File: src/hw/rtl/irs_pkg.sv
// ----------------------------------------------------------------------------
// irs_pkg
// Widths, status codes and histogram edges of the interval statistics block.
// ----------------------------------------------------------------------------
package irs_pkg;
    localparam int COUNT_BITS_DEF = 18;
    localparam int HIST_BINS_DEF  = 10;
    localparam int IN_W    = 23;
    localparam int SUM_W   = 41;
    localparam int SQ_W    = 64;
    localparam int DEV_W   = 22;
    localparam logic [IN_W-1:0] INTERVAL_LIMIT = 23'd6000000;

    typedef enum logic [1:0] {
        ST_OK        = 2'd0,
        ST_RANGE     = 2'd1,
        ST_SATURATED = 2'd2
    } status_t;

    // Upper bound of bin i, in 10 us units; the last bin is open.
    function automatic logic [IN_W-1:0] bin_upper(input logic [3:0] i);
        logic [IN_W-1:0] r;
        unique case (i)
            4'd0: r = 23'd75;
            4'd1: r = 23'd150;
            4'd2: r = 23'd250;
            4'd3: r = 23'd350;
            4'd4: r = 23'd450;
            4'd5: r = 23'd650;
            4'd6: r = 23'd900;
            4'd7: r = 23'd1250;
            4'd8: r = 23'd2000;
            default: r = '1;
        endcase
        return r;
    endfunction
endpackage

File: src/hw/rtl/irs_divider.sv
// ----------------------------------------------------------------------------
// irs_divider
// Bit-serial restoring divider: one quotient bit per cycle.
// ----------------------------------------------------------------------------
module irs_divider
    import irs_pkg::*;
#(
    parameter int COUNT_BITS = COUNT_BITS_DEF
)
(
    input  logic                  clk,
    input  logic                  rst_n,
    input  logic                  start,
    input  logic [SQ_W-1:0]       dividend,
    input  logic [COUNT_BITS-1:0] divisor,
    output logic                  done,
    output logic [SQ_W-1:0]       quotient
);
    localparam int CNT_W = $clog2(SQ_W + 1);

    logic [SQ_W-1:0]       quo_reg;
    logic [COUNT_BITS:0]   rem_reg;
    logic [COUNT_BITS-1:0] div_reg;
    logic [CNT_W-1:0]      cnt_reg;
    logic                  busy_reg;
    logic                  done_reg;
    logic [COUNT_BITS+1:0] trial;

    // Shift in the next dividend bit and try one subtraction.
    assign trial = {rem_reg, quo_reg[SQ_W-1]} - {2'b00, div_reg};

    always_ff @(posedge clk or negedge rst_n)
    begin
        if (!rst_n)
        begin
            busy_reg <= 1'b0;
            done_reg <= 1'b0;
            cnt_reg  <= '0;
        end
        else
        begin
            // The quotient is complete in the cycle after the last bit.
            done_reg <= busy_reg && (cnt_reg == CNT_W'(1));
            if (start)
            begin
                busy_reg <= 1'b1;
                cnt_reg  <= CNT_W'(SQ_W);
                quo_reg  <= dividend;
                rem_reg  <= '0;
                div_reg  <= divisor;
            end
            else if (busy_reg)
            begin
                if (!trial[COUNT_BITS+1])
                    rem_reg <= trial[COUNT_BITS:0];
                else
                    rem_reg <= {rem_reg[COUNT_BITS-1:0], quo_reg[SQ_W-1]};
                quo_reg <= {quo_reg[SQ_W-2:0], ~trial[COUNT_BITS+1]};
                cnt_reg <= cnt_reg - 1'b1;
                if (cnt_reg == CNT_W'(1))
                    busy_reg <= 1'b0;
            end
        end
    end

    assign done     = done_reg;
    assign quotient = quo_reg;
endmodule

File: src/hw/rtl/interval_running_statistics.sv
// ----------------------------------------------------------------------------
// interval_running_statistics
// Running count, mean, deviation, extremes and histogram of poll intervals.
// ----------------------------------------------------------------------------
// One item at a time. An accepted interval passes through these steps before its
// result is offered: the bit-serial square, the histogram bin search, two passes
// of the shared serial divider (mean, then mean square), the mean-squared
// product, the bit-pair square root and the mode scan. A rejected interval
// skips the square and the bin search. The result sits in an output register;
// the next interval is taken once the result has been transferred.
module interval_running_statistics
    import irs_pkg::*;
#(
    parameter int COUNT_BITS = COUNT_BITS_DEF,
    parameter int HIST_BINS  = HIST_BINS_DEF
)
(
    input  logic                  clk,
    input  logic                  rst_n,
    input  logic                  in_valid,
    output logic                  in_ready,
    input  logic [IN_W-1:0]       interval,
    output logic                  out_valid,
    input  logic                  out_ready,
    output logic [1:0]            status,
    output logic [COUNT_BITS-1:0] sample_count,
    output logic [IN_W-1:0]       least,
    output logic [IN_W-1:0]       greatest,
    output logic [IN_W-1:0]       mean,
    output logic [DEV_W-1:0]      deviation,
    output logic [3:0]            mode_bin,
    output logic                  mode_valid
);
    typedef enum logic [3:0] {
        S_IDLE, S_SQUARE, S_BIN, S_DIV1, S_DIV1W, S_DIV2, S_DIV2W,
        S_MSQ, S_SQRT, S_MODE, S_OUT
    } state_t;

    localparam int BIN_IDX_W = $clog2(HIST_BINS);
    localparam logic [COUNT_BITS-1:0] COUNT_MAX = '1;

    state_t                state_reg;
    logic [IN_W-1:0]       x_reg;
    logic [COUNT_BITS-1:0] count_reg;
    logic [SUM_W-1:0]      sum_reg;
    logic [SQ_W-1:0]       sumsq_reg;
    logic [IN_W-1:0]       min_reg, max_reg;
    logic [COUNT_BITS-1:0] bins_reg [HIST_BINS];
    logic [5:0]            step_reg;
    logic [SQ_W-1:0]       acc_reg;
    logic [SQ_W-1:0]       mplier_reg;
    logic [IN_W-1:0]       mean_reg;
    logic [SQ_W-1:0]       msq_reg;
    logic [SQ_W-1:0]       rem_reg;
    logic [31:0]           root_reg;
    logic [BIN_IDX_W-1:0]  idx_reg;
    logic [COUNT_BITS-1:0] best_reg;
    logic [3:0]            mode_reg;
    logic [1:0]            status_reg;
    logic                  out_valid_reg;

    logic                  div_start;
    logic [SQ_W-1:0]       div_dividend;
    logic                  div_done;
    logic [SQ_W-1:0]       div_quo;
    logic [SQ_W+1:0]       sq_trial;
    logic [SQ_W-1:0]       rem_shift;

    irs_divider #(.COUNT_BITS(COUNT_BITS)) u_div (
        .clk      (clk),
        .rst_n    (rst_n),
        .start    (div_start),
        .dividend (div_dividend),
        .divisor  (count_reg),
        .done     (div_done),
        .quotient (div_quo)
    );

    assign div_start    = (state_reg == S_DIV1) || (state_reg == S_DIV2);
    assign div_dividend = (state_reg == S_DIV1) ? SQ_W'(sum_reg) : sumsq_reg;

    // Square root, one bit pair per step: acc_reg holds the radicand.
    assign rem_shift = {rem_reg[SQ_W-3:0], acc_reg[SQ_W-1:SQ_W-2]};
    assign sq_trial  = {2'b00, rem_shift} - {{(SQ_W-32){1'b0}}, root_reg, 2'b01};

    assign in_ready  = (state_reg == S_IDLE);
    assign out_valid = out_valid_reg;

    always_ff @(posedge clk or negedge rst_n)
    begin
        if (!rst_n)
        begin
            state_reg     <= S_IDLE;
            out_valid_reg <= 1'b0;
            count_reg     <= '0;
            sum_reg       <= '0;
            sumsq_reg     <= '0;
            min_reg       <= '0;
            max_reg       <= '0;
            for (int i = 0; i < HIST_BINS; i++)
                bins_reg[i] <= '0;
        end
        else
        begin
            unique case (state_reg)
                S_IDLE:
                begin
                    if (in_valid)
                    begin
                        x_reg <= interval;
                        if (interval >= INTERVAL_LIMIT)
                        begin
                            status_reg <= ST_RANGE;
                            state_reg  <= S_DIV1;
                        end
                        else if (count_reg == COUNT_MAX)
                        begin
                            status_reg <= ST_SATURATED;
                            state_reg  <= S_DIV1;
                        end
                        else
                        begin
                            status_reg <= ST_OK;
                            acc_reg    <= '0;
                            mplier_reg <= SQ_W'(interval);
                            step_reg   <= '0;
                            state_reg  <= S_SQUARE;
                        end
                    end
                end
                S_SQUARE:
                begin
                    // Shift-and-add x*x, one multiplier bit per cycle.
                    if (x_reg[step_reg[4:0]])
                        acc_reg <= acc_reg + (mplier_reg << step_reg);
                    step_reg <= step_reg + 1'b1;
                    if (step_reg == 6'(IN_W - 1))
                    begin
                        idx_reg   <= '0;
                        state_reg <= S_BIN;
                    end
                end
                S_BIN:
                begin
                    if (x_reg < bin_upper(4'(idx_reg))
                        || idx_reg == BIN_IDX_W'(HIST_BINS - 1))
                    begin
                        bins_reg[idx_reg] <= bins_reg[idx_reg] + 1'b1;
                        count_reg <= count_reg + 1'b1;
                        sum_reg   <= sum_reg + SUM_W'(x_reg);
                        sumsq_reg <= sumsq_reg + acc_reg;
                        if (count_reg == '0 || x_reg < min_reg)
                            min_reg <= x_reg;
                        if (count_reg == '0 || x_reg > max_reg)
                            max_reg <= x_reg;
                        state_reg <= S_DIV1;
                    end
                    else
                        idx_reg <= idx_reg + 1'b1;
                end
                S_DIV1:
                    state_reg <= S_DIV1W;
                S_DIV1W:
                begin
                    if (div_done)
                    begin
                        mean_reg  <= (count_reg == '0) ? '0 : div_quo[IN_W-1:0];
                        state_reg <= S_DIV2;
                    end
                end
                S_DIV2:
                    state_reg <= S_DIV2W;
                S_DIV2W:
                begin
                    if (div_done)
                    begin
                        msq_reg    <= div_quo;
                        acc_reg    <= '0;
                        mplier_reg <= SQ_W'(mean_reg);
                        step_reg   <= '0;
                        state_reg  <= S_MSQ;
                    end
                end
                S_MSQ:
                begin
                    // mean*mean, serial; then load the radicand.
                    if (step_reg == 6'(IN_W))
                    begin
                        if (count_reg >= COUNT_BITS'(2) && msq_reg > acc_reg)
                            acc_reg <= msq_reg - acc_reg;
                        else
                            acc_reg <= '0;
                        rem_reg   <= '0;
                        root_reg  <= '0;
                        step_reg  <= '0;
                        state_reg <= S_SQRT;
                    end
                    else
                    begin
                        if (mean_reg[step_reg[4:0]])
                            acc_reg <= acc_reg + (mplier_reg << step_reg);
                        step_reg <= step_reg + 1'b1;
                    end
                end
                S_SQRT:
                begin
                    acc_reg <= {acc_reg[SQ_W-3:0], 2'b00};
                    if (!sq_trial[SQ_W+1])
                    begin
                        rem_reg  <= sq_trial[SQ_W-1:0];
                        root_reg <= {root_reg[30:0], 1'b1};
                    end
                    else
                    begin
                        rem_reg  <= rem_shift;
                        root_reg <= {root_reg[30:0], 1'b0};
                    end
                    step_reg <= step_reg + 1'b1;
                    if (step_reg == 6'd31)
                    begin
                        idx_reg   <= '0;
                        best_reg  <= '0;
                        mode_reg  <= '0;
                        state_reg <= S_MODE;
                    end
                end
                S_MODE:
                begin
                    if (bins_reg[idx_reg] > best_reg)
                    begin
                        best_reg <= bins_reg[idx_reg];
                        mode_reg <= 4'(idx_reg);
                    end
                    idx_reg <= idx_reg + 1'b1;
                    if (idx_reg == BIN_IDX_W'(HIST_BINS - 1))
                    begin
                        out_valid_reg <= 1'b1;
                        state_reg     <= S_OUT;
                    end
                end
                S_OUT:
                begin
                    if (out_ready)
                    begin
                        out_valid_reg <= 1'b0;
                        state_reg     <= S_IDLE;
                    end
                end
                default:
                    state_reg <= S_IDLE;
            endcase
        end
    end

    assign status       = status_reg;
    assign sample_count = count_reg;
    assign least        = (count_reg == '0) ? '0 : min_reg;
    assign greatest     = (count_reg == '0) ? '0 : max_reg;
    assign mean         = mean_reg;
    assign deviation    = root_reg[DEV_W-1:0];
    assign mode_bin     = mode_reg;
    assign mode_valid   = (best_reg != '0);
endmodule

File: config.mk
export PLATFORM = sky130hd
export DESIGN_NAME = interval_running_statistics
export DESIGN_NICKNAME = d
export VERILOG_FILES = /design/src/hw/rtl/irs_pkg.sv /design/src/hw/rtl/irs_divider.sv /design/src/hw/rtl/interval_running_statistics.sv
export SDC_FILE = /design/constraint.sdc
export NUM_CORES = 2
export LEC_CHECK = 0
export BUFFER_PORTS_ARGS = -buffer_cell sky130_fd_sc_hd__buf_4
export CAP_MARGIN = 20
export CORE_UTILIZATION = 45
export CTS_BUF_LIST = sky130_fd_sc_hd__clkbuf_4 sky130_fd_sc_hd__clkbuf_8 sky130_fd_sc_hd__clkbuf_16
export CTS_CLUSTER_SIZE = 40
export DETAILED_ROUTE_END_ITERATION = 8
export GPL_ROUTABILITY_DRIVEN = 1
export HOLD_SLACK_MARGIN = 0.03
export SYNTH_ARGS = -nofsm -noshare
export SYNTH_HDL_FRONTEND = slang
export SYNTH_SLANG_ARGS = --single-unit
File: constraint.sdc
create_clock -name clk -period 15.6 [get_ports clk]
set_input_delay 0.78 -clock clk [delete_from_list [all_inputs] [get_ports clk]]
set_output_delay 0.78 -clock clk [all_outputs]
set_load 0.02 [all_outputs]
**Yosys cells after proc, flatten, opt, wreduce, memory -nomap -nowiden**

Memories as Yosys holds them, arrays and structs flattened. A register that Yosys moved wholly into a read port is not among the register bits.
Cells that the tools add are included.

- Register bits after elaboration: 830
- Memory bits (read-only): 368
- Logic and storage cells: 201
- Memories kept: 1
- Input port bits: 27

Memories:

| name | depth | bits a word | read ports | clocked after Yosys merged registers in | write ports | RTL line | text |
|---|---|---|---|---|---|---|---|
| (name not given) | 16 | 23 | 1 | 1 | 0 | irs_pkg.sv:23 | `unique case (i)` |

- Bitwise logic cells: 2
- Mux-type cells: 75
- Reductions and logical operators: 35
- Shift-type cells: 1
- Add/sub/neg operators: 11
- Order comparisons: 10
- Eq/ne operators: 31

Operators with widths:

| kind | count |
|---|---|
| 64-bit 2-to-1 mux | 15 |
| 64-bit case mux with 5 select lines | 1 |
| 180-bit bitwise mux | 1 |
| 64-bit adder | 2 |
| 64-bit case mux with 2 select lines | 1 |
| 62-bit 2-to-1 mux | 2 |
| 62-bit case mux with 2 select lines | 1 |
| 18-bit 2-to-1 mux | 5 |
| 18-bit binary-select mux with 4-bit select | 1 |
| 18-bit demux with 4-bit select | 1 |
| 23-bit 2-to-1 mux | 3 |
| 64-bit by 34-bit subtractor with 65-bit output | 1 |
| 64-bit greater-than comparator | 1 |
| 32-bit case mux with 2 select lines | 1 |
| 64-bit by 6-bit << shifter with 64-bit output | 1 |
| 64-bit subtractor | 1 |
| 4-bit 2-to-1 mux | 14 |
| 23-bit < comparator | 2 |
| 4-bit case mux with 11 select lines | 1 |
| 41-bit by 23-bit adder with 41-bit output | 1 |
| 19-bit 2-to-1 mux | 2 |
| 18-bit by 1-bit adder with 18-bit output, second input constant | 2 |
| 18-bit case mux with 2 select lines | 1 |
| 32-bit 2-to-1 mux | 1 |
| 48 further kinds | 103 |

**Depth between registers and ports, before layout**

- Depth after elaboration: 7
- Mapped depth: 24

**Hierarchy**

Synthesis repeated with hierarchy kept, for this count alone.

- Cell total of the unflattened synthesis: 5490
- Area, all modules: 54227.0 sq um

Modules (own cells, without submodules):

| module | cells each | instances | seq. area each (sq um) | area an instance (sq um) |
|---|---|---|---|---|
| interval_running_statistics | 5032 | 1 | 18858.1 | 48386.4 |
| irs_divider | 458 | 1 | 3258.1 | 5840.6 |

**Least setup slack after synthesis**

Ideal clock, no wire load.

- Kind: reg-to-reg
- Start: register step_reg[1]
- End: register acc_reg[0], enable pin
- Setup time: 0.827 ns
- Clock period less this slack: 12.929 ns
- Stages on the path, launching flop included: 10
- Arrival: 12.102 ns
- Path slack: 2.671 ns
- Buffers on the path: 3
- Cells stage by stage: edfxtp_1 > clkbuf_1 > clkbuf_1 > buf_1 > mux2i_1 > o211ai_1 > o21ai_0 > o21ai_0 > o22ai_1 > a2111oi_0

- Cells in the longest elaborated chain, start to end: 4

RTL lines:

| item | RTL line | text |
|---|---|---|
| start, declared | interval_running_statistics.sv:49 | `logic [5:0] step_reg;` |
| start signal, assigned | interval_running_statistics.sv:136 | `step_reg <= step_reg + 1'b1;` |
| start signal, assigned | interval_running_statistics.sv:202 | `step_reg <= step_reg + 1'b1;` |
| start signal, assigned | interval_running_statistics.sv:218 | `step_reg <= step_reg + 1'b1;` |
| 1-bit binary-select mux with 5-bit select, on equally long branches | interval_running_statistics.sv:200, interval_running_statistics.sv:134 |  |
| 1-bit 2-to-1 mux, on equally long branches | interval_running_statistics.sv:200, interval_running_statistics.sv:134 |  |
| 3-bit != test (no line) / 2-bit != test (equally long branches) | - |  |
| 8-bit AND reduction (no line) (*) | - |  |
| end signal, assigned | interval_running_statistics.sv:190 | `acc_reg <= msq_reg - acc_reg;` |
| end signal, assigned | interval_running_statistics.sv:201 | `acc_reg <= acc_reg + (mplier_reg << step_reg);` |
| end signal, assigned | interval_running_statistics.sv:207 | `acc_reg <= {acc_reg[SQ_W-3:0], 2'b00};` |
| end, declared | interval_running_statistics.sv:50 | `logic [SQ_W-1:0] acc_reg;` |

Mark *: on every way between the ends. The rest lies on a longest branch, timed or not. The select of a mux whose other input is x is not followed.
A chain may end at the register's enable or synchronous reset.

**Worst setup path after layout**

- Start: register step_reg[0]
- End: register acc_reg[61], data pin

- Cells in the longest elaborated chain, start to end: 5

RTL lines:

| item | RTL line | text |
|---|---|---|
| 64-bit by 6-bit << shifter with 64-bit output | interval_running_statistics.sv:135, interval_running_statistics.sv:201 |  |
| 64-bit adder | interval_running_statistics.sv:135, interval_running_statistics.sv:201 |  |
| 64-bit 2-to-1 mux | interval_running_statistics.sv:200 | `if (mean_reg[step_reg[4:0]])` |
| 64-bit 2-to-1 mux | interval_running_statistics.sv:187 | `if (step_reg == 6'(IN_W))` |
| 64-bit case mux with 5 select lines (*) | interval_running_statistics.sv:105 | `unique case (state_reg)` |
| end signal, assigned | interval_running_statistics.sv:135 | `acc_reg <= acc_reg + (mplier_reg << step_reg);` |
| end signal, assigned | interval_running_statistics.sv:190 |  |
| end signal, assigned | interval_running_statistics.sv:201 |  |

Marks and branches as above.

==> flow_metrics.env <==
export IMPL_dieArea_mm2=0.118
export IMPL_worst_path_buf_inv=1
export IMPL_antenna_found_initial=4
export IMPL_async_flop_share_pct=45.3
export IMPL_ir_worst_vdd_mv=0.0793
export IMPL_max_freq_mhz=156
export IMPL_final_nets=6029
export IMPL_fin_crit_ns=6.39
export IMPL_worstRegToRegCells=16
export IMPL_ff2ff_setup_slack_ns=9.21
export IMPL_critical_path_class="reg2reg"
export IMPL_combPwrFrac_pct=1.4
export IMPL_crit_chain="buf_4, mux4_2, mux2_2, o21ai_0, nor2_1, ha_1, and3_1, nand4_1, a2111oi_2, o311ai_1, a21oi_2, a21oi_1, o31ai_2, a31oi_1, or4_1, o2111ai_1"
export IMPL_run_status="completed"
export IMPL_vias_per_cell=5.91
export IMPL_seqPwrFrac_pct=48.2
export IMPL_place_area_mm2=0.0551
export IMPL_cp_data_required_time_ns=16.12
export IMPL_drv_slew=0
export IMPL_setup_violations=0
export IMPL_fin_tns_setup_ns=0
export IMPL_p_sw_w=0.00101
export IMPL_first_iter_violations=3763
export IMPL_synthTopCellsByArea="edfxtp_1 24%, dfrtp_1 17%, ha_1 8.7%, o21ai_0 5.3%, nand2_1 5.0%"
export IMPL_syn_to_final_growth_pct=10.9
export IMPL_cp_top_family="compound AO/OA/AOI/OAI gates"
export IMPL_worstPathArrival_ns=6.91
export IMPL_dpl_worst_slack_ns=9.29
export IMPL_drtAntennaViolNets=0
export IMPL_initial_utilization_pct=45.4
export IMPL_ys_seq_area_share_pct=42.0
export IMPL_cp_startpoint="step_reg[0]"
export IMPL_globalRouteTotalUtil_pct=26.4
export IMPL_cp_max_fo=34
export IMPL_power_density_mw_per_mm2=78.9
export IMPL_cap_viol_max_count=0
export IMPL_swShare_pct=21.8
export IMPL_syn_nets=6024
export IMPL_hpwl_mm=116
export IMPL_syn_area_per_cell_um2=9.36
export IMPL_gp_congestion=0.964
export IMPL_htreeDepth=3
export IMPL_min_path_type="in2async"
export IMPL_skew_ns=0.0626
export IMPL_cts_tree="done"
export IMPL_routed_wl_mm=158
export IMPL_grt_pass1_wl_mm=244
export IMPL_start_kind="register"
export IMPL_io_buffers=144
export IMPL_synthFlopType="edfxtp_1"
export IMPL_yosys_area_top_type_share_pct=24.3
export IMPL_die_y_um=344
export IMPL_synth_seq_cells=801
export IMPL_cp_slowest_cell="edfxtp_1"
export IMPL_dr_pass1_iters=6
export IMPL_fp_dieW_um=344
export IMPL_cp_num_cells=16
export IMPL_tightest_slew_ns=1.20
export IMPL_finalWorstSetupSlack_ns=9.21
export IMPL_grt_max_degree=166
export IMPL_mostFrequentLayoutCells="707 x nand2_1, 562 x o21ai_0, 426 x edfxtp_1"
export IMPL_clk_insertion_delay_late_ns=0.72
export IMPL_p_leak_nw=24.1
export IMPL_synth_top_area_cell="edfxtp_1"
export IMPL_postCtsSetupRepairBufs=0
export IMPL_crit_path_end_kind="register"
export IMPL_io_pins=145
export IMPL_timing_final_hold_violations=0
export IMPL_period_share_pct=41.0
export IMPL_clock_root_buffer="clkbuf_16"
export IMPL_drive_gt1_share_pct=9.91
export IMPL_fp_row_count=125
export IMPL_rsz0062_at_grt="no"
export IMPL_drc_errors=0
export IMPL_slowest_delay_ns=0.70
export IMPL_netlist_instances=5624
export IMPL_wl_per_cell_um=21.8
export IMPL_cts_buffers=93
export IMPL_via_count=42800
export IMPL_cts_resized=0
export IMPL_netlist_area_mm2=0.0526
export IMPL_clk_path_buf_depth=3
export IMPL_largest_register_ffs=180
export IMPL_synth_edf_count=426
export IMPL_final_common_cell="nand2_1"
export IMPL_post_route_cell_area_mm2=0.0584
export IMPL_yosys_warnings=0
export IMPL_cts_num_sinks=801
export IMPL_yosysUniqueCellTypes=90
export IMPL_grt_pass1_vias=40300
export IMPL_timing_rr_start="step_reg[0]"
export IMPL_cp_endpoint="acc_reg[61]"
export IMPL_p_clk_share_pct=50.4
export IMPL_r2r_end="acc_reg[61]"
export IMPL_overflow=0
export IMPL_clkTransAtPathRegs_ns=0.06
export IMPL_cts_hold_buf=0
export IMPL_slew_headroom_pct=20.3
export IMPL_core_area_mm2=0.116
export IMPL_p_int_w=0.00360
==> logic make-up (layout without fill, tap and decap cells) <==
group,Yosys count,in the layout,synth area share [%]
AND/OR/NAND/NOR,1670,1670,14.5
AO/OA/AOI/OAI,1661,1661,19.2
flip-flops,801,801,42.0
buffers and inverters,595,680,4.47
adder cells (fa/ha/maj),373,373,8.94
XOR/XNOR,328,328,5.47
multiplexers,196,196,5.43
other,0,1,0
==> worst min-delay path by stage <==
stage	slack (ns)	endpoint	from	cells after the start
final	0.09	sumsq_reg[62]	rst_n	1
after detailed placement	0.44	msq_reg[54]	u_div.quotient[54]	0
after global routing	0.13	sumsq_reg[62]	rst_n	1
after global placement	0.43	msq_reg[54]	u_div.quotient[54]	0
after CTS	0.10	sumsq_reg[62]	rst_n	1
after floorplan	0.43	msq_reg[23]	u_div.quotient[23]	0
==> metrics by stage <==
| stage | total power [W] | instances | utilization [%] | hold slack, ns |
|---|---|---|---|---|
| after floorplan | 0.00229 | 5624 | - | 0.426 |
| after global placement | 0.00233 | 7054 | 47.4 | 0.430 |
| after detailed placement | 0.00233 | 7057 | 47.5 | 0.435 |
| after CTS | 0.00465 | 7232 | 50.3 | 0.101 |
| after global routing | 0.00474 | 7233 | 50.3 | 0.127 |
| final | 0.00460 | 7234 | 50.3 | 0.0914 |
==> worst reg2reg max path, cell delays in order (launching register included) <==
cell and delay [ns]:
edfxtp_1 0.70, buf_4 0.52, mux4_2 0.61, mux2_2 0.29, o21ai_0 0.50, nor2_1 0.15
ha_1 0.47, and3_1 0.26, nand4_1 0.16, a2111oi_2 0.61, o311ai_1 0.27, a21oi_2 0.39
a21oi_1 0.22, o31ai_2 0.33, a31oi_1 0.18, or4_1 0.49, o2111ai_1 0.10
==> Yosys cell counts, types with 26 or more instances <==
cell / count
mux4_2: 65
mux2i_1: 64
o21a_1: 35
xor2_1: 118
nand4_1: 98
nor2b_1: 45
o21ai_1: 36
o22ai_1: 44
o31ai_1: 26
buf_1: 27
dfrtp_1: 363
clkbuf_1: 240
o21ai_0: 562
and3_1: 33
a221oi_1: 31
nand2b_1: 39
edfxtp_1: 426
a22oi_1: 47
and2_1: 67
a21oi_1: 401
a211oi_1: 56
o21bai_1: 52
nand3_1: 95
mux2_2: 67
nor3_1: 68
xnor2_1: 209
nor2_1: 396
a31oi_1: 41
ha_1: 368
inv_1: 286
a21o_1: 181
nand2_1: 708
==> power by group through the flow <==
stage	clock (W)	combinational (W)	sequential (W)
finish	0.00232	0.0000635	0.00222
global route	0.00245	0.0000717	0.00222
CTS	0.00236	0.0000641	0.00222
detailed placement	0	0.0000636	0.00226
global placement	0	0.0000633	0.00226
floorplan	0	0.0000260	0.00226
==> routing by layer <==
| layer | vias up | track usage [%] | part of all wire, % |
|---|---|---|---|
| li1 | 20400 | - | - |
| met1 | 20800 | 39.9 | 48 |
| met2 | 1329 | 39.3 | 43 |
| met3 | 243 | 3.64 | 6.8 |
| met4 | 6 | 7.26 | 2.5 |
| met5 | - | 0.601 | 0.079 |
==> final cells by class <==
cell class	instances	area, µm²
Tap cell	1524	1910
Sequential cell	801	22100
Multi-Input combinational cell	4228	28300
Clock inverter	52	638
Inverter	289	1080
Antenna cell	1	2.50
Fill cell	10800	57700
Timing Repair Buffer	216	1700
Clock buffer	123	2650
No activity file was read; power rests on OpenSTA's default activity.
